--- config.mk ---
export PLATFORM = sky130hd
export DESIGN_NAME = fifo_queue_with_delete_flat
export DESIGN_NICKNAME = d
export VERILOG_FILES = /design/src/rtl/fqd_pkg.sv /design/src/rtl/fqd_if.sv /design/src/rtl/fqd_ram.sv /design/src/rtl/fqd_ctrl.sv /design/src/rtl/fifo_queue_with_delete.sv /design/src/flat_wrapper.sv
export SDC_FILE = /design/constraint.sdc
export NUM_CORES = 1
export LEC_CHECK = 0
export ABC_CLOCK_PERIOD_IN_PS = 10800
export BUFFER_PORTS_ARGS = -buffer_cell sky130_fd_sc_hd__clkbuf_2
export CAP_MARGIN = 20
export CORE_UTILIZATION = 50
export CTS_CLUSTER_DIAMETER = 200
export DETAILED_ROUTE_END_ITERATION = 16
export PLACE_DENSITY = 0.66
export RECOVER_POWER = 50
export SLEW_MARGIN = 20
export SYNTH_ARGS = -nofsm -noshare
export SYNTH_HDL_FRONTEND = slang
export SYNTH_SLANG_ARGS = --single-unit
--- constraint.sdc ---
create_clock -name clk -period 10.8 [get_ports clk]
set_input_delay 2.7 -clock clk [delete_from_list [all_inputs] [get_ports clk]]
set_output_delay 2.7 -clock clk [all_outputs]
set_load 0.01 [all_outputs]
--- src/rtl/fqd_pkg.sv ---
// Shared types and constants for the FIFO queue with delete by value.
// No dependencies; every other file of the block but fqd_ram uses this package.
`timescale 1ns / 1ps

package fqd_pkg;

  // Default queue depth in words
  localparam int DEPTH_DEFAULT = 16;

  // Width of one stored word
  localparam int WORD_W = 32;

  // Command codes carried on the input channel
  typedef enum logic [1:0] {
    OP_ENQ = 2'd0,
    OP_DEQ = 2'd1,
    OP_REV = 2'd2,
    OP_DEL = 2'd3
  } op_t;

  // Status codes carried on the result channel
  typedef enum logic [1:0] {
    ST_OK       = 2'd0,
    ST_EMPTY    = 2'd1,
    ST_NOTFOUND = 2'd2,
    ST_FULL     = 2'd3
  } status_t;

  // Finished result handed from the sequencer to the output register
  typedef struct packed {
    logic signed [WORD_W-1:0] value;
    status_t                  status;
  } res_t;

endpackage

--- src/rtl/fqd_if.sv ---
// Valid/ready channel interfaces for the command input and the result output.
// Depends on fqd_pkg for the command and status types.
`timescale 1ns / 1ps

interface fqd_in_if;
  logic                                 valid;
  logic                                 ready;
  fqd_pkg::op_t                         func;
  logic signed [fqd_pkg::WORD_W-1:0]    value;

  modport source (output valid, output func, output value, input ready);
  modport sink   (input valid, input func, input value, output ready);
endinterface

interface fqd_out_if #(
  parameter int DEPTH = fqd_pkg::DEPTH_DEFAULT
);
  localparam int CNT_W = $clog2(DEPTH + 1);

  logic                                 valid;
  logic                                 ready;
  logic signed [fqd_pkg::WORD_W-1:0]    out_value;
  fqd_pkg::status_t                     status;
  logic [CNT_W-1:0]                     count;

  modport source (output valid, output out_value, output status, output count, input ready);
  modport sink   (input valid, input out_value, input status, input count, output ready);
endinterface

--- src/rtl/fqd_ram.sv ---
// Generic single-clock RAM: one write port, one read port, registered read data.
// No dependencies.
`timescale 1ns / 1ps

module fqd_ram #(
  parameter int WIDTH = 32,
  parameter int DEPTH = 16
) (
  input  logic                     clk,
  input  logic                     wr_en,
  input  logic [$clog2(DEPTH)-1:0] wr_addr,
  input  logic [WIDTH-1:0]         wr_data,
  input  logic [$clog2(DEPTH)-1:0] rd_addr,
  output logic [WIDTH-1:0]         rd_data
);

  logic [WIDTH-1:0] mem [DEPTH];

  // Write on enable, read every cycle into the output register
  always_ff @(posedge clk) begin
    if (wr_en) begin
      mem[wr_addr] <= wr_data;
    end
    rd_data <= mem[rd_addr];
  end

endmodule

--- src/rtl/fqd_ctrl.sv ---
// Command sequencer: ring pointers, word count and read-modify-write walks.
// Depends on fqd_pkg; drives the ports of one fqd_ram instance.
`timescale 1ns / 1ps

module fqd_ctrl #(
  parameter int DEPTH = fqd_pkg::DEPTH_DEFAULT
) (
  input  logic                              clk,
  input  logic                              rst_n,
  // command side
  input  logic                              in_valid,
  output logic                              in_ready,
  input  fqd_pkg::op_t                      in_func,
  input  logic signed [fqd_pkg::WORD_W-1:0] in_value,
  // result side
  output logic                              res_valid,
  input  logic                              res_ready,
  output fqd_pkg::res_t                     res,
  output logic [$clog2(DEPTH+1)-1:0]        res_count,
  // entry RAM
  output logic                              mem_wr_en,
  output logic [$clog2(DEPTH)-1:0]          mem_wr_addr,
  output logic [fqd_pkg::WORD_W-1:0]        mem_wr_data,
  output logic [$clog2(DEPTH)-1:0]          mem_rd_addr,
  input  logic [fqd_pkg::WORD_W-1:0]        mem_rd_data
);

  localparam int IDX_W = $clog2(DEPTH);
  localparam int CNT_W = $clog2(DEPTH + 1);

  typedef enum logic [3:0] {
    S_IDLE,
    S_DEQ_WAIT,
    S_DEL_HEAD,
    S_DEL_TAIL,
    S_DEL_SCAN,
    S_DEL_SHIFT,
    S_REV_RA,
    S_REV_RB,
    S_REV_WA,
    S_REV_WB,
    S_DONE
  } state_t;

  state_t                            state_r;
  logic [IDX_W-1:0]                  head_r;
  logic [CNT_W-1:0]                  count_r;
  logic [CNT_W-1:0]                  pos_r;
  logic signed [fqd_pkg::WORD_W-1:0] val_r;
  logic [fqd_pkg::WORD_W-1:0]        tmp_r;
  logic signed [fqd_pkg::WORD_W-1:0] res_value_r;
  fqd_pkg::status_t                  res_status_r;

  logic [CNT_W-1:0] rd_pos;
  logic [CNT_W-1:0] wr_pos;
  logic [IDX_W-1:0] head_inc;
  logic             accept;
  logic             match;
  logic             full;

  // Ring slot of queue position pos (0 = head); pos stays below 2*DEPTH - head
  function automatic logic [IDX_W-1:0] slot_of(input logic [IDX_W-1:0] head,
                                               input logic [CNT_W-1:0] pos);
    logic [CNT_W:0] sum;
    sum = (CNT_W+1)'(head) + (CNT_W+1)'(pos);
    if (sum >= (CNT_W+1)'(DEPTH)) begin
      sum = sum - (CNT_W+1)'(DEPTH);
    end
    return sum[IDX_W-1:0];
  endfunction

  assign accept   = in_valid && in_ready;
  assign in_ready = (state_r == S_IDLE);
  assign match    = (mem_rd_data == val_r);
  assign full     = (count_r == CNT_W'(DEPTH));
  assign head_inc = (head_r == IDX_W'(DEPTH - 1)) ? '0 : head_r + 1'b1;

  // Pick the queue positions for the read and write ports
  always_comb begin
    rd_pos      = '0;
    wr_pos      = '0;
    mem_wr_en   = 1'b0;
    mem_wr_data = tmp_r;
    unique case (state_r)
      S_IDLE: begin
        wr_pos      = count_r;
        mem_wr_en   = accept && (in_func == fqd_pkg::OP_ENQ) && !full;
        mem_wr_data = in_value;
      end
      S_DEL_HEAD:  rd_pos = count_r - 1'b1;
      S_DEL_TAIL:  rd_pos = CNT_W'(1);
      S_DEL_SCAN:  rd_pos = pos_r + 1'b1;
      S_DEL_SHIFT: begin
        rd_pos      = pos_r + CNT_W'(2);
        wr_pos      = pos_r;
        mem_wr_en   = 1'b1;
        mem_wr_data = mem_rd_data;
      end
      S_REV_RA:    rd_pos = pos_r;
      S_REV_RB:    rd_pos = count_r - 1'b1 - pos_r;
      S_REV_WA: begin
        wr_pos      = pos_r;
        mem_wr_en   = 1'b1;
        mem_wr_data = mem_rd_data;
      end
      S_REV_WB: begin
        wr_pos      = count_r - 1'b1 - pos_r;
        mem_wr_en   = 1'b1;
        mem_wr_data = tmp_r;
      end
      default: begin
        rd_pos = '0;
      end
    endcase
  end

  assign mem_rd_addr = slot_of(head_r, rd_pos);
  assign mem_wr_addr = slot_of(head_r, wr_pos);

  assign res_valid = (state_r == S_DONE);
  assign res       = '{value: res_value_r, status: res_status_r};
  assign res_count = count_r;

  // Sequence each command; update pointers and the result as decisions land
  always_ff @(posedge clk) begin
    if (!rst_n) begin
      state_r <= S_IDLE;
      head_r  <= '0;
      count_r <= '0;
    end else begin
      unique case (state_r)
        S_IDLE: begin
          if (accept) begin
            val_r        <= in_value;
            res_value_r  <= '0;
            res_status_r <= fqd_pkg::ST_OK;
            pos_r        <= '0;
            unique case (in_func)
              fqd_pkg::OP_ENQ: begin
                if (full) begin
                  res_status_r <= fqd_pkg::ST_FULL;
                end else begin
                  count_r <= count_r + 1'b1;
                end
                state_r <= S_DONE;
              end
              fqd_pkg::OP_DEQ: begin
                if (count_r == '0) begin
                  res_status_r <= fqd_pkg::ST_EMPTY;
                  state_r      <= S_DONE;
                end else begin
                  state_r <= S_DEQ_WAIT;
                end
              end
              fqd_pkg::OP_REV: begin
                state_r <= (count_r < CNT_W'(2)) ? S_DONE : S_REV_RA;
              end
              fqd_pkg::OP_DEL: begin
                if (count_r == '0) begin
                  res_status_r <= fqd_pkg::ST_EMPTY;
                  state_r      <= S_DONE;
                end else begin
                  state_r <= S_DEL_HEAD;
                end
              end
              default: state_r <= S_DONE;
            endcase
          end
        end
        S_DEQ_WAIT: begin
          res_value_r <= mem_rd_data;
          head_r      <= head_inc;
          count_r     <= count_r - 1'b1;
          state_r     <= S_DONE;
        end
        // head word arrives; tail read is in flight
        S_DEL_HEAD: begin
          if (match) begin
            head_r  <= head_inc;
            count_r <= count_r - 1'b1;
            state_r <= S_DONE;
          end else begin
            state_r <= S_DEL_TAIL;
          end
        end
        // tail word arrives; first middle read is in flight
        S_DEL_TAIL: begin
          if (match) begin
            count_r <= count_r - 1'b1;
            state_r <= S_DONE;
          end else if (count_r <= CNT_W'(2)) begin
            res_status_r <= fqd_pkg::ST_NOTFOUND;
            state_r      <= S_DONE;
          end else begin
            pos_r   <= CNT_W'(1);
            state_r <= S_DEL_SCAN;
          end
        end
        // word at pos_r arrives; stop at the first match
        S_DEL_SCAN: begin
          if (match) begin
            state_r <= S_DEL_SHIFT;
          end else if (pos_r == count_r - CNT_W'(2)) begin
            res_status_r <= fqd_pkg::ST_NOTFOUND;
            state_r      <= S_DONE;
          end else begin
            pos_r <= pos_r + 1'b1;
          end
        end
        // move word pos_r+1 down into pos_r, one per cycle
        S_DEL_SHIFT: begin
          if (pos_r == count_r - CNT_W'(2)) begin
            count_r <= count_r - 1'b1;
            state_r <= S_DONE;
          end else begin
            pos_r <= pos_r + 1'b1;
          end
        end
        S_REV_RA: state_r <= S_REV_RB;
        S_REV_RB: begin
          tmp_r   <= mem_rd_data;
          state_r <= S_REV_WA;
        end
        S_REV_WA: state_r <= S_REV_WB;
        S_REV_WB: begin
          if (pos_r + 1'b1 == (count_r >> 1)) begin
            state_r <= S_DONE;
          end else begin
            pos_r   <= pos_r + 1'b1;
            state_r <= S_REV_RA;
          end
        end
        // hold the result until the output register frees up
        S_DONE: begin
          if (res_ready) begin
            state_r <= S_IDLE;
          end
        end
        default: state_r <= S_IDLE;
      endcase
    end
  end

endmodule

--- src/rtl/fifo_queue_with_delete.sv ---
// Top level of the FIFO queue with delete by value: sequencer, entry RAM, output register.
// Depends on fqd_pkg, fqd_if, fqd_ram and fqd_ctrl.
//
//   channel  | dir | handshake     | payload
//   ---------+-----+---------------+---------------------------------
//   in_ch    | in  | valid / ready | func, value
//   out_ch   | out | valid / ready | out_value, status, count
//
// One command at a time. Reverse and remove by value walk the queue word by word;
// the longest command is a reverse of a full queue.
// The walks are set by the single read port and single write port of the entry RAM.
// Synchronous active-low reset empties the queue; RAM contents are left as is.
// A stalled result register holds its transaction; the next command is still accepted
// and waits in its final state until the register frees up.
`timescale 1ns / 1ps

module fifo_queue_with_delete #(
  parameter int DEPTH = fqd_pkg::DEPTH_DEFAULT
) (
  input  logic      clk,
  input  logic      rst_n,
  fqd_in_if.sink    in_ch,
  fqd_out_if.source out_ch
);

  localparam int IDX_W = $clog2(DEPTH);
  localparam int CNT_W = $clog2(DEPTH + 1);

  logic                       res_valid;
  logic                       res_ready;
  fqd_pkg::res_t              res;
  logic [CNT_W-1:0]           res_count;
  logic                       mem_wr_en;
  logic [IDX_W-1:0]           mem_wr_addr;
  logic [fqd_pkg::WORD_W-1:0] mem_wr_data;
  logic [IDX_W-1:0]           mem_rd_addr;
  logic [fqd_pkg::WORD_W-1:0] mem_rd_data;

  logic                              out_valid_r;
  logic signed [fqd_pkg::WORD_W-1:0] out_value_r;
  fqd_pkg::status_t                  out_status_r;
  logic [CNT_W-1:0]                  out_count_r;

  fqd_ctrl #(.DEPTH(DEPTH)) u_ctrl (
    .clk         (clk),
    .rst_n       (rst_n),
    .in_valid    (in_ch.valid),
    .in_ready    (in_ch.ready),
    .in_func     (in_ch.func),
    .in_value    (in_ch.value),
    .res_valid   (res_valid),
    .res_ready   (res_ready),
    .res         (res),
    .res_count   (res_count),
    .mem_wr_en   (mem_wr_en),
    .mem_wr_addr (mem_wr_addr),
    .mem_wr_data (mem_wr_data),
    .mem_rd_addr (mem_rd_addr),
    .mem_rd_data (mem_rd_data)
  );

  fqd_ram #(.WIDTH(fqd_pkg::WORD_W), .DEPTH(DEPTH)) u_entry_ram (
    .clk     (clk),
    .wr_en   (mem_wr_en),
    .wr_addr (mem_wr_addr),
    .wr_data (mem_wr_data),
    .rd_addr (mem_rd_addr),
    .rd_data (mem_rd_data)
  );

  // Output register is free when empty or being drained this cycle
  assign res_ready = !out_valid_r || out_ch.ready;

  // Load a finished result, drop it once taken
  always_ff @(posedge clk) begin
    if (!rst_n) begin
      out_valid_r <= 1'b0;
    end else if (res_valid && res_ready) begin
      out_valid_r  <= 1'b1;
      out_value_r  <= res.value;
      out_status_r <= res.status;
      out_count_r  <= res_count;
    end else if (out_ch.ready) begin
      out_valid_r <= 1'b0;
    end
  end

  assign out_ch.valid     = out_valid_r;
  assign out_ch.out_value = out_value_r;
  assign out_ch.status    = out_status_r;
  assign out_ch.count     = out_count_r;

endmodule

--- src/flat_wrapper.sv ---
// flat-port wrapper written by rule: the top's interface ports become plain ports
module fifo_queue_with_delete_flat 
#(
  parameter int DEPTH = fqd_pkg::DEPTH_DEFAULT
)
  (clk, rst_n, in_ch_valid, in_ch_func, in_ch_value, in_ch_ready, out_ch_valid, out_ch_out_value, out_ch_status, out_ch_count, out_ch_ready);
  fqd_in_if in_ch_i ();
  fqd_out_if #(.DEPTH(DEPTH)) out_ch_i ();
  input  logic clk;
  input  logic rst_n;
  input wire logic [$bits(in_ch_i.valid)-1:0] in_ch_valid;
  input wire logic [$bits(in_ch_i.func)-1:0] in_ch_func;
  input wire logic [$bits(in_ch_i.value)-1:0] in_ch_value;
  output wire logic [$bits(in_ch_i.ready)-1:0] in_ch_ready;
  output wire logic [$bits(out_ch_i.valid)-1:0] out_ch_valid;
  output wire logic [$bits(out_ch_i.out_value)-1:0] out_ch_out_value;
  output wire logic [$bits(out_ch_i.status)-1:0] out_ch_status;
  output wire logic [$bits(out_ch_i.count)-1:0] out_ch_count;
  input wire logic [$bits(out_ch_i.ready)-1:0] out_ch_ready;
  assign in_ch_i.valid = in_ch_valid;
  assign in_ch_i.func = in_ch_func;
  assign in_ch_i.value = in_ch_value;
  assign in_ch_ready = in_ch_i.ready;
  assign out_ch_valid = out_ch_i.valid;
  assign out_ch_out_value = out_ch_i.out_value;
  assign out_ch_status = out_ch_i.status;
  assign out_ch_count = out_ch_i.count;
  assign out_ch_i.ready = out_ch_ready;
  fifo_queue_with_delete #(.DEPTH(DEPTH)) u_core (.clk(clk), .rst_n(rst_n), .in_ch(in_ch_i), .out_ch(out_ch_i));
endmodule
After elaboration in Yosys (flattened, before gate mapping):

Memories as Yosys holds them, arrays and structs flattened. A register that Yosys moved wholly into a read port is not among the register bits.
Cells that the tools add are included.

* flip-flop bits (word level): 156
* RAM bits: 512
* input bits: 38
* output and inout port bits: 41
* word-level logic and storage cells: 138
* memories: 1

Memory list
* u_core.u_entry_ram.mem: words 16, width 32, read ports 1, clocked after Yosys merged registers in 1, wr ports 1, line fqd_ram.sv:17 `logic [WIDTH-1:0] mem [DEPTH];`

* $add $sub $neg: 11
* order comparisons: 4
* equal/unequal tests: 31
* mux-type cells: 50
* reduce and logical (&&, ||, !) cells: 29

Operator list (count)
* one-hot mux 32 bit (2 select lines): 2
* two-way mux 4 bit: 15
* two-way mux 5 bit: 11
* one-hot mux 4 bit (11 select lines): 1
* == test 32 bit: 1
* two-way mux 32 bit: 1
* one-hot mux 5 bit (6 select lines): 1
* one-hot mux 5 bit (5 select lines): 1
* != test 2 bit, second input constant: 10
* one-hot mux 5 bit (4 select lines): 1
* == test 4 x 3 -> 1 bit, second input constant: 4
* == test 4 bit, second input constant: 4
* one-hot mux 4 bit (4 select lines): 1
* one-hot mux 5 bit (3 select lines): 1
* AND reduction 7 bit: 2
* adder 4 x 5 -> 6 bit: 2
* >= comparator 6 x 5 -> 1 bit, second input constant: 2
* two-way mux 2 bit: 6
* adder 5 x 1 -> 5 bit, second input constant: 2
* == test 4 x 2 -> 1 bit, second input constant: 2
* one-hot mux 4 bit (2 select lines): 1
* AND reduction 2 bit: 4
* subtractor 4 x 1 -> 4 bit, second input constant: 2
* != test 2 x 1 -> 1 bit, second input constant: 3
* 31 further kinds: 45

Longest topological paths before layout:

Gate-level depths: netlist of run 1.

* depth after elaboration: 7
* gate-level depth with buffers: 18
* depth with buffers taken out: 16

Cells and area by module:

Synthesis of run 1 repeated with hierarchy kept, for this count alone.

* cells, all modules: 1477
* area, all modules: 27471.3 µm²

Modules (own cells, without submodules)
* fqd_ram: times used 1, cells each 838, area an instance 19835.3 µm², seq. area each 16015.4 µm²
* fqd_ctrl: times used 1, cells each 595, area an instance 6413.7 µm², seq. area each 3353.2 µm²
* fifo_queue_with_delete: times used 1, cells each 44, area an instance 1222.4 µm², seq. area each 1191.1 µm²

Worst setup path before layout of run 1:

Ideal clock, no wire load.

* path type: input-to-reg
* from: input rst_n
* to: register u_core.out_count_r[0], in the netlist u_core.out_ch.count[0], enable pin
* setup time: 0.532 ns
* arrival: 6.562 ns
* data required time: 10.268 ns
* setup slack: 3.706 ns
* stages: 2
* buffers on the path: 0
* path through: inv_1 -> nor4_1

* longest elaborated chain between the ends: 1

Ends and longest elaborated chain
* start, declared: line flat_wrapper.sv:10 `input logic rst_n;`
* AND reduction 2 bit (no line)
* end signal, assigned: line fifo_queue_with_delete.sv:82 `out_count_r <= res_count;`
* end, declared: line fifo_queue_with_delete.sv:42 `logic [CNT_W-1:0] out_count_r;`

Every way passes these cells.
A chain may end at the register's enable or synchronous reset.

Worst setup path after layout of run 1:

* from: register u_core.u_ctrl.state_r[1]
* to: register u_core.u_ctrl.val_r[17] in the netlist's numbering, enable pin

* longest elaborated chain between the ends: 3

Ends and longest elaborated chain
* start, declared: line fqd_ctrl.sv:45 `state_t state_r;`
* start signal, assigned: line fqd_ctrl.sv:156 `state_r <= (count_r < CNT_W'(2)) ? S_DONE : S_REV_RA;`
* zero test 4 bit *: line fqd_ctrl.sv:73, fqd_ctrl.sv:131
* logical AND 1 bit: line fqd_ctrl.sv:72 `assign accept = in_valid && in_ready;`
* AND reduction 3 bit (no line) *
* end signal, assigned: line fqd_ctrl.sv:134 `val_r <= in_value;`
* end, declared: line fqd_ctrl.sv:49 `logic signed [fqd_pkg::WORD_W-1:0] val_r;`

Every way passes the cells marked *; elsewhere a longest branch is shown, timed or not.

==> impl_metrics.env, run 1 <==
export IMPL_period_needed_ns=6.72
export IMPL_layout_drive_gt1_share=0.212
export IMPL_switching_power_mw=3.11
export IMPL_fin_setup_tns_ns=0
export IMPL_fp_dieW_um=237
export IMPL_final_cells=2316
export IMPL_r2r_end="u_core.u_ctrl.val_r[17]$_DFFE_PP_"
export IMPL_cp_max_fo=37
export IMPL_r2r_slack_ns=4.08
export IMPL_final_cell_area_um2=31200
export IMPL_place_inst=2182
export IMPL_wirelength_um=64100
export IMPL_avgSynthCellArea_um2=19.2
export IMPL_failed_checks="max-capacitance violations, max-slew violations"
export IMPL_final_util=0.576
export IMPL_mostFrequentLayoutCells="edfxtp_1 (654), mux4_2 (128), mux2i_1 (102), nand2_1 (92), clkbuf_16 (73)"
export IMPL_avgRoutedWirePerCell_um=27.7
export IMPL_hpwl_um=34400
export IMPL_hold_viol=0
export IMPL_antenna_cells_inserted=0
export IMPL_hold_path_cell_count=0
export IMPL_regToRegStartpoint="u_core.u_ctrl.state_r[1]$_SDFFE_PN0P_"
export IMPL_whs_ns=0.409
export IMPL_grt_usage=0.233
export IMPL_grt_antenna_before_repair=0
export IMPL_switching_share=0.327
export IMPL_max_slew_margin_rel=-0.941
export IMPL_p_int_mw=6.39
export IMPL_area_growth_pct=12.8
export IMPL_cts_tree="done"
export IMPL_post_dp_cell_area_um2=29000
export IMPL_first_pass_iters=7
export IMPL_rsz0062_at_grt="false"
export IMPL_power_leakage_nw=10.4
export IMPL_h_tree_depth=3
export IMPL_portBuffers=78
export IMPL_vias=14020
export IMPL_grt_pass1_vias=14113
export IMPL_nFillCells=4021
export IMPL_die_area_um2=56300
export IMPL_dr_first_iter_drc_count=1504
export IMPL_ant_nets=0
export IMPL_seqCellArea_um2=20600
export IMPL_numCtsBuffers=72
export IMPL_io_pins=79
export IMPL_async_reset_ff_frac=0
export IMPL_clockBufferDepth=3
export IMPL_synthDistinctLibCells=66
export IMPL_max_freq_ghz=0.149
export IMPL_synth_edf_count=654
export IMPL_final_common_cell="edfxtp_1"
export IMPL_required_ns=10.98
export IMPL_crit_path_end_kind="register"
export IMPL_overflow=0
export IMPL_finalClockSkew_ns=0.0261
export IMPL_path_clk_slew_ns=0.06
export IMPL_setup_violations=0
export IMPL_fin_crit_sh=0.622
export IMPL_final_nets=1620
export IMPL_synth_fp_nets=1499
export IMPL_clkPwrFrac=0.253
export IMPL_clock_sinks=700
export IMPL_cts_root_buf="clkbuf_16"
export IMPL_synth_warnings=0
export IMPL_dieHeight_um=237
export IMPL_vdd_drop_max_mv=0.219
export IMPL_ys_seq_elements=700
export IMPL_viasPerCell=6.05
export IMPL_route_detailed_drc=0
export IMPL_powerDensity_nw_per_um2=304
export IMPL_post_cts_buffers=0
export IMPL_report_final_slew_viol_count=109
export IMPL_clkLatencyLatePin_ns=0.62
export IMPL_grt_max_degree=71
export IMPL_critical_path_class="reg2reg"
export IMPL_grt_pass1_wl_um=94300
export IMPL_status="complete, but fails checks"
export IMPL_post_cts_resized=0
export IMPL_p_seq_frac=0.419
export IMPL_hp_start="u_core.u_ctrl.res_value_r[6]$_SDFFCE_PN0P_"
export IMPL_rows=85
export IMPL_start_util=0.510
export IMPL_multi_input_comb_area_um2=6840
export IMPL_worst_hold_path_type="reg2reg"
export IMPL_arrival_ns=6.90
export IMPL_cts_hold_buffers=0
export IMPL_gp_congestion=0.891
export IMPL_hold_end="u_core.out_ch.out_value[6]$_DFFE_PP_"
export IMPL_combPwrFrac=0.328
export IMPL_tightest_slew_ns=2.91
export IMPL_cap_violations=4
export IMPL_yosys_most_used_dff="edfxtp_1"
export IMPL_coreArea_um2=54200
export IMPL_synth_cells=1439
export IMPL_syn_area_um2=27700
export IMPL_start_kind="register"
export IMPL_rr_worst_depth=7
export IMPL_yosysSeqAreaShare=0.743
synthesized netlist by cell type (all sizes together) (4+ instances only):
library cell / count / area (um^2)
nor3: 24 / 120
a22oi: 33 / 248
nor2b: 6 / 37.5
and2: 32 / 200
ha: 19 / 238
edfxtp: 654 / 19600
xnor2: 16 / 148
buf: 21 / 204
nor4: 10 / 68.8
nor2: 27 / 101
xor2: 45 / 402
mux2i: 102 / 1020
inv: 14 / 52.6
o21ai: 22 / 110
nand2b: 8 / 52.6
clkbuf: 45 / 170
dfxtp: 46 / 921
or3: 4 / 25.0
nand3: 8 / 40.0
a21oi: 20 / 100
a31oi: 9 / 62.6
nand2: 92 / 345
mux4: 128 / 2880
flip-flops by register name, summed over array words and instances (netlist names):
| register | count |
|---|---|
| u_core.u_ctrl.tmp_r | 32 |
| u_core.out_ch.status | 2 |
| u_core.out_ch.count | 5 |
| u_core.u_ctrl.res_status_r | 2 |
| u_core.u_ctrl.head_r | 4 |
| u_core.u_ctrl.res_value_r | 32 |
| u_core.u_ctrl.pos_r | 5 |
| u_core.u_entry_ram.rd_data | 32 |
| u_core.u_ctrl.val_r | 32 |
| u_core.u_entry_ram.mem | 512 |
| u_core.out_ch.out_value | 32 |
| u_core.out_ch.valid | 1 |
| u_core.u_ctrl.res_count | 5 |
| u_core.u_ctrl.state_r | 4 |
cell families (layout without fill, tap and decap cells):
logic type / count (synthesis) / in the layout / share of synthesized area
multiplexers: 230 / 230 / 0.141
adder cells (fa/ha/maj): 22 / 22 / 0.0108
flip-flops: 700 / 700 / 0.743
AO/OA/AOI/OAI: 118 / 118 / 0.0298
buffers and inverters: 82 / 263 / 0.0160
AND/OR/NAND/NOR: 226 / 226 / 0.0399
XOR/XNOR: 61 / 61 / 0.0198
critical path: stages (launching register included):
cell	delay [ns]
dfxtp_1	0.47
clkbuf_1	0.49
nor2_1	0.33
nand2_1	0.28
inv_1	0.25
clkbuf_1	2.08
and3_1	0.83
clkbuf_1	1.50
metal layers:
metal / track usage / vias to the layer above / wire length [um]
li1: - / 6007 / -
met2: 0.381 / 580 / 31400
met3: 0.0373 / 99 / 4510
met5: 0 / - / 0
met1: 0.330 / 7334 / 26900
met4: 0.0624 / 0 / 1260
worst max path at each step:
| stage | from | to | slack (ns) |
|---|---|---|---|
| 2_1_floorplan | rst_n | u_core.out_ch.count[0]$_DFFE_PP_ | 3.71 |
| 3_3_place_gp | u_core.u_ctrl.res_count[1]$_SDFFE_PN0P_ | u_core.u_entry_ram.rd_data[14]$_DFF_P_ | 5.60 |
| 3_5_place_dp | u_core.u_ctrl.res_count[0]$_SDFFE_PN0P_ | u_core.u_entry_ram.rd_data[16]$_DFF_P_ | 5.50 |
| 4_1_cts | u_core.u_ctrl.res_count[0]$_SDFFE_PN0P_ | u_core.u_entry_ram.rd_data[16]$_DFF_P_ | 5.44 |
| 5_1_grt | u_core.u_ctrl.state_r[1]$_SDFFE_PN0P_ | u_core.u_ctrl.val_r[14]$_DFFE_PP_ | 3.89 |
| 6_report | u_core.u_ctrl.state_r[1]$_SDFFE_PN0P_ | u_core.u_ctrl.val_r[17]$_DFFE_PP_ | 4.08 |
power groups by stage:
stage | Combinational [mW] | Clock (mW) | Sequential, mW
after CTS | 3.15 | 2.44 | 3.98
after floorplan | 2.33 | 0 | 3.94
final | 3.12 | 2.40 | 3.98
after global routing | 3.37 | 2.54 | 4.01
after detailed placement | 3.14 | 0 | 4.04
after global placement | 3.07 | 0 | 4.02
area by class of cell:
class	count	area share
Sequential cell	700	0.659
Multi-Input combinational cell	657	0.219
Clock buffer	101	0.0641
Tap cell	696	0.0279
Timing Repair Buffer	115	0.0194
Clock inverter	33	0.00914
Inverter	14	0.00168
per-stage QoR:
step	total power [mW]	worst slack, ns
floorplan	6.27	3.71
global placement	7.10	5.60
detailed placement	7.17	5.50
CTS	9.58	5.44
global route	9.93	3.89
finish	9.50	4.08
Note: power is estimated with default switching activity, not from simulation.
==> run 2: changes to the inputs <==
Settings changed: ABC_AREA from default to 1, ABC_CLOCK_PERIOD_IN_PS 10800 to 6900.
Clock period 10.8 ns to 6.9 ns, I/O delays scaled along.
==> impl_metrics.env, run 2 <==
export IMPL_top_register="u_core.u_entry_ram.mem"
export IMPL_synth_cells=2219
export IMPL_worst_hold_path_type="reg2reg"
export IMPL_status="complete, but fails checks"
export IMPL_grt_pass1_wl_um=105000
export IMPL_viasPerCell=5.83
export IMPL_hold_viol=0
export IMPL_synth_top_family_by_area="compound AO/OA/AOI/OAI gates"
export IMPL_report_final_slew_viol_count=136
export IMPL_yosys_area_share_simple=0.110
export IMPL_fin_setup_tns_ns=0
export IMPL_mostFrequentLayoutCells="edfxtp_1 (654), nand2_1 (469), a21oi_1 (274), a221oi_1 (129), clkbuf_1 (113)"
export IMPL_gp_congestion=0.926
export IMPL_max_freq_ghz=0.183
export IMPL_grt_max_degree=137
export IMPL_portBuffers=78
export IMPL_post_cts_buffers=0
export IMPL_overflow=0
export IMPL_powerDensity_nw_per_um2=532
export IMPL_setup_violations=0
export IMPL_grt_antenna_before_repair=0
export IMPL_synthAdderAreaFrac=0.0105
export IMPL_clockBufferDepth=3
export IMPL_rsz0062_at_grt="false"
export IMPL_failed_checks="max-capacitance violations, max-slew violations"
export IMPL_ant_nets=0
export IMPL_path_clk_slew_ns=0.06
export IMPL_synthDistinctLibCells=47
export IMPL_clkLatencyLatePin_ns=0.63
export IMPL_critical_path_class="reg2reg"
export IMPL_totalPowerFinal_mw=17.0
export IMPL_avgRoutedWirePerCell_um=22.4
export IMPL_antenna_cells_inserted=0
export IMPL_yosysSeqAreaShare=0.725
export IMPL_start_kind="register"
export IMPL_finalClockSkew_ns=0.0345
export IMPL_post_cts_resized=0
export IMPL_hpwl_um=40400
export IMPL_yosys_most_used_dff="edfxtp_1"
export IMPL_multi_input_comb_area_um2=7070
export IMPL_synth_compound_area_frac=0.110
export IMPL_required_ns=7.18
export IMPL_nFillCells=4431
export IMPL_tightest_slew_ns=2.23
export IMPL_syn_area_um2=28400
export IMPL_die_area_um2=57700
export IMPL_muxShareOfSynthArea=0.000397
export IMPL_max_slew_margin_rel=-0.484
export IMPL_seqCellArea_um2=20600
export IMPL_ys_top_cells_by_area="edfxtp_1 (69%), nand2_1 (6.2%), a21oi_1 (4.9%), a221oi_1 (4.0%), dfxtp_1 (3.2%)"
export IMPL_dieHeight_um=240
export IMPL_first_pass_iters=5
export IMPL_largest_reg_flops=512
export IMPL_ys_seq_elements=700
export IMPL_arrival_ns=5.75
export IMPL_io_pins=79
export IMPL_h_tree_depth=3
export IMPL_fp_dieW_um=240
export IMPL_synth_fp_nets=2279
export IMPL_cts_root_buf="clkbuf_16"
export IMPL_cp_max_fo=40
export IMPL_cts_tree="done"
export IMPL_avgSynthCellArea_um2=12.8
export IMPL_area_growth_pct=12.7
export IMPL_wirelength_um=69800
export IMPL_fin_crit_sh=0.792
export IMPL_rr_worst_depth=9
export IMPL_period_needed_ns=5.47
export IMPL_async_reset_ff_frac=0
export IMPL_grt_usage=0.245
export IMPL_final_nets=2369
export IMPL_clock_sinks=700
export IMPL_coreArea_um2=55500
export IMPL_layout_drive_gt1_share=0.113
export IMPL_grt_pass1_vias=17303
export IMPL_crit_path_end_kind="register"
export IMPL_cts_hold_buffers=0
export IMPL_power_leakage_nw=11.4
export IMPL_hold_path_cell_count=0
export IMPL_final_common_cell="edfxtp_1"
export IMPL_cap_violations=5
export IMPL_start_util=0.511
export IMPL_vdd_drop_max_mv=0.403
export IMPL_vias=18146
export IMPL_yosysMostFrequentCell="edfxtp_1"
export IMPL_numCtsBuffers=70
export IMPL_rows=86
export IMPL_route_detailed_drc=0
export IMPL_ys_top_cells_by_count="edfxtp_1 (654), nand2_1 (468), a21oi_1 (275), a221oi_1 (129), nor2_1 (106)"
export IMPL_final_util=0.576
export IMPL_synth_xor_area_share=0.0130
export IMPL_synth_warnings=0
export IMPL_synth_edf_count=654
export IMPL_dr_first_iter_drc_count=1686
export IMPL_synth_top_cell_area_share=0.692
export IMPL_synth_top_cell_by_area="edfxtp_1"
-- run 2: cells by family (layout without fill, tap and decap cells) --
family,count (synthesis),in the layout
xor gates and xnor gates,40,40
adders and majority gates,22,22
buffers and inverters,223,370
AOI/OAI and AO/OA,498,498
muxes,1,1
DFF,700,700
and+or+nand+nor,735,735
-- run 2: per-layer routing --
metal  vias up  part of all wire  GRT usage
li1       8305                 -          -
met1      8970              0.42      0.339
met2       766              0.48      0.399
met3       105             0.081     0.0383
met4         0             0.023     0.0757
met5         -                 0          0
-- run 2: stage by stage --
step	cells	instance area, um^2	hold slack [ns]	setup slack [ns]
after floorplan	2219	28400	0.400	0.708
after global placement	2983	29800	0.401	1.94
after detailed placement	2985	29900	0.405	1.86
after CTS	3114	32200	0.418	1.84
after global routing	3114	32000	0.421	1.07
final	3114	32000	0.419	1.43
-- run 2: where the power goes --
group	total [mW]	internal (mW)	switching, mW	leakage (nW)
Combinational	6.94	2.14	4.80	4.02
Sequential	6.30	5.98	0.322	6.32
Clock	3.77	2.20	1.57	1.11
Total	17.0	10.3	6.69	11.4
-- run 2: critical path, cell delays in order, from the launching register on --
cell and delay (ns):
dfxtp_1 0.36, nor2_1 0.15, inv_1 0.08, nor2_1 0.13, clkbuf_1 1.60, nand2_1 0.59
o211ai_2 0.49, nand3_1 0.40, nor2_4 0.91, buf_4 0.39
-- run 2: final timing paths --
kind,startpoint,to,slack [ns]
hold / removal,u_core.u_ctrl.res_value_r[14]$_SDFFCE_PN0P_,u_core.out_ch.out_value[14]$_DFFE_PP_,0.42
hold reg to reg,u_core.u_ctrl.res_value_r[14]$_SDFFCE_PN0P_,u_core.out_ch.out_value[14]$_DFFE_PP_,0.42
setup / recovery,u_core.u_ctrl.state_r[0]$_SDFFE_PN0P_,u_core.u_entry_ram.mem[11][24]$_DFFE_PP_,1.43
setup reg to reg,u_core.u_ctrl.state_r[0]$_SDFFE_PN0P_,u_core.u_entry_ram.mem[11][24]$_DFFE_PP_,1.43
-- run 2: cell type report --
class                      count  share of cell area
clock inverter                24             0.00967
sequential                   700               0.643
inverter                      99              0.0121
tap                          748              0.0293
multi-input combinational   1296               0.221
timing repair buffer         142              0.0227
clock buffer                 105              0.0621
==> run 3: changes to the inputs <==
Settings changed: ABC_CLOCK_PERIOD_IN_PS 6900 to 4660, PLACE_DENSITY 0.66 to 0.69.
Clock period 6.9 ns to 4.66 ns, I/O delays scaled along.
==> impl_metrics.env, run 3 (same netlist as run 2, synthesis figures left out) <==
export IMPL_status="complete, but fails checks"
export IMPL_failed_checks="max-capacitance violations, max-slew violations"
export IMPL_critical_path_class="reg2reg"
export IMPL_rows=86
export IMPL_post_dp_cell_area_um2=30200
export IMPL_wirelength_um=69900
export IMPL_gp_congestion=0.916
export IMPL_clockBufferDepth=3
export IMPL_antenna_cells_inserted=0
export IMPL_grt_pass1_vias=17861
export IMPL_max_slew_margin_rel=-0.347
export IMPL_finalClockSkew_ns=0.0148
export IMPL_grt_pass1_wl_um=105000
export IMPL_post_cts_buffers=0
export IMPL_seqCellArea_um2=20600
export IMPL_start_util=0.511
export IMPL_ant_nets=0
export IMPL_mostFrequentLayoutCells="edfxtp_1 (654), nand2_1 (469), a21oi_1 (274), a221oi_1 (129), clkbuf_1 (116)"
export IMPL_portBuffers=78
export IMPL_grt_antenna_before_repair=0
export IMPL_die_area_um2=57700
export IMPL_tightest_slew_ns=2.02
export IMPL_rsz0062_at_grt="false"
export IMPL_final_cell_area_um2=32200
export IMPL_dieHeight_um=240
export IMPL_final_common_cell="edfxtp_1"
export IMPL_final_nets=2377
export IMPL_hold_viol=0
export IMPL_avgRoutedWirePerCell_um=22.4
export IMPL_grt_max_degree=157
export IMPL_worst_slack_ns=0.411
export IMPL_dpl_worst_slack_ns=0.458
export IMPL_crit_path_end_kind="register"
export IMPL_h_tree_depth=3
export IMPL_largest_reg_flops=512
export IMPL_first_pass_iters=7
export IMPL_cts_root_buf="clkbuf_16"
export IMPL_cap_violations=3
export IMPL_hpwl_um=39600
export IMPL_worst_hold_path_type="reg2reg"
export IMPL_vias=18330
export IMPL_report_final_slew_viol_count=109
export IMPL_power_leakage_nw=11.5
export IMPL_start_kind="register"
export IMPL_vdd_drop_max_mv=0.703
export IMPL_path_clk_slew_ns=0.06
export IMPL_max_freq_ghz=0.235
export IMPL_overflow=0
export IMPL_dr_first_iter_drc_count=1921
export IMPL_multi_input_comb_area_um2=7080
export IMPL_clkLatencyLatePin_ns=0.61
export IMPL_coreArea_um2=55500
export IMPL_cp_max_fo=45
export IMPL_numCtsBuffers=69
export IMPL_nFillCells=4396
export IMPL_final_util=0.580
export IMPL_top_register="u_core.u_entry_ram.mem"
export IMPL_cts_hold_buffers=0
export IMPL_period_needed_ns=4.25
export IMPL_viasPerCell=5.88
export IMPL_cts_tree="done"
export IMPL_post_cts_resized=0
export IMPL_io_pins=79
export IMPL_powerDensity_nw_per_um2=784
export IMPL_setup_violations=0
export IMPL_fin_crit_sh=0.912
export IMPL_grt_usage=0.246
export IMPL_layout_drive_gt1_share=0.112
export IMPL_clock_sinks=700
export IMPL_fin_setup_tns_ns=0
export IMPL_fp_dieW_um=240
export IMPL_arrival_ns=4.80
export IMPL_area_growth_pct=13.4
export IMPL_required_ns=5.21
export IMPL_route_detailed_drc=0
export IMPL_totalPowerFinal_mw=25.2
==> run 3: layer usage <==
layer	part of all wire	vias up	wire length, um	GRT usage
met4	0.032	0	2210	0.102
met1	0.41	9021	28600	0.332
met2	0.48	860	33300	0.400
li1	-	8309	-	-
met3	0.082	140	5730	0.0349
met5	0	-	0	0
==> run 3: final timing paths <==
check                                     endpoint  cells past startpoint  slack [ns]                                   startpoint
max          u_core.u_entry_ram.rd_data[3]$_DFF_P_                     13        0.41      u_core.u_ctrl.res_count[0]$_SDFFE_PN0P_
min reg2reg  u_core.out_ch.out_value[16]$_DFFE_PP_                      0        0.42  u_core.u_ctrl.res_value_r[16]$_SDFFCE_PN0P_
min          u_core.out_ch.out_value[16]$_DFFE_PP_                      0        0.42  u_core.u_ctrl.res_value_r[16]$_SDFFCE_PN0P_
max reg2reg  u_core.u_entry_ram.rd_data[3]$_DFF_P_                     13        0.41      u_core.u_ctrl.res_count[0]$_SDFFE_PN0P_
==> run 3: worst max-delay path: stages (launching register included) <==
cell      delay (ns)
dfxtp_1         0.43
inv_1           0.17
ha_1            0.38
fa_1            0.52
o22ai_1         0.08
a221oi_1        0.20
o21ai_0         0.23
fa_4            0.88
buf_4           0.48
a21oi_1         0.11
a221oi_1        0.35
or2_2           0.17
nand3_1         0.08
nand2_1         0.09
==> run 3: through the flow <==
step | hold WS [ns] | instances
6_report | 0.417 | 3118
5_1_grt | 0.422 | 3118
4_1_cts | 0.416 | 3118
3_5_place_dp | 0.405 | 2994
3_3_place_gp | 0.401 | 2994
2_1_floorplan | 0.400 | 2219
==> run 3: area by class of cell <==
| class | instances | share of cell area |
|---|---|---|
| Sequential cell | 700 | 0.639 |
| Multi-Input combinational cell | 1296 | 0.220 |
| Clock buffer | 90 | 0.0593 |
| Timing Repair Buffer | 151 | 0.0322 |
| Tap cell | 748 | 0.0291 |
| Inverter | 99 | 0.0119 |
| Clock inverter | 34 | 0.00852 |
==> run 3: power breakdown <==
part           switching (mW)  leakage [nW]  internal (mW)
clock                    2.31          1.08           3.07
combinational            7.18          4.08           3.36
sequential              0.472          6.32           8.84
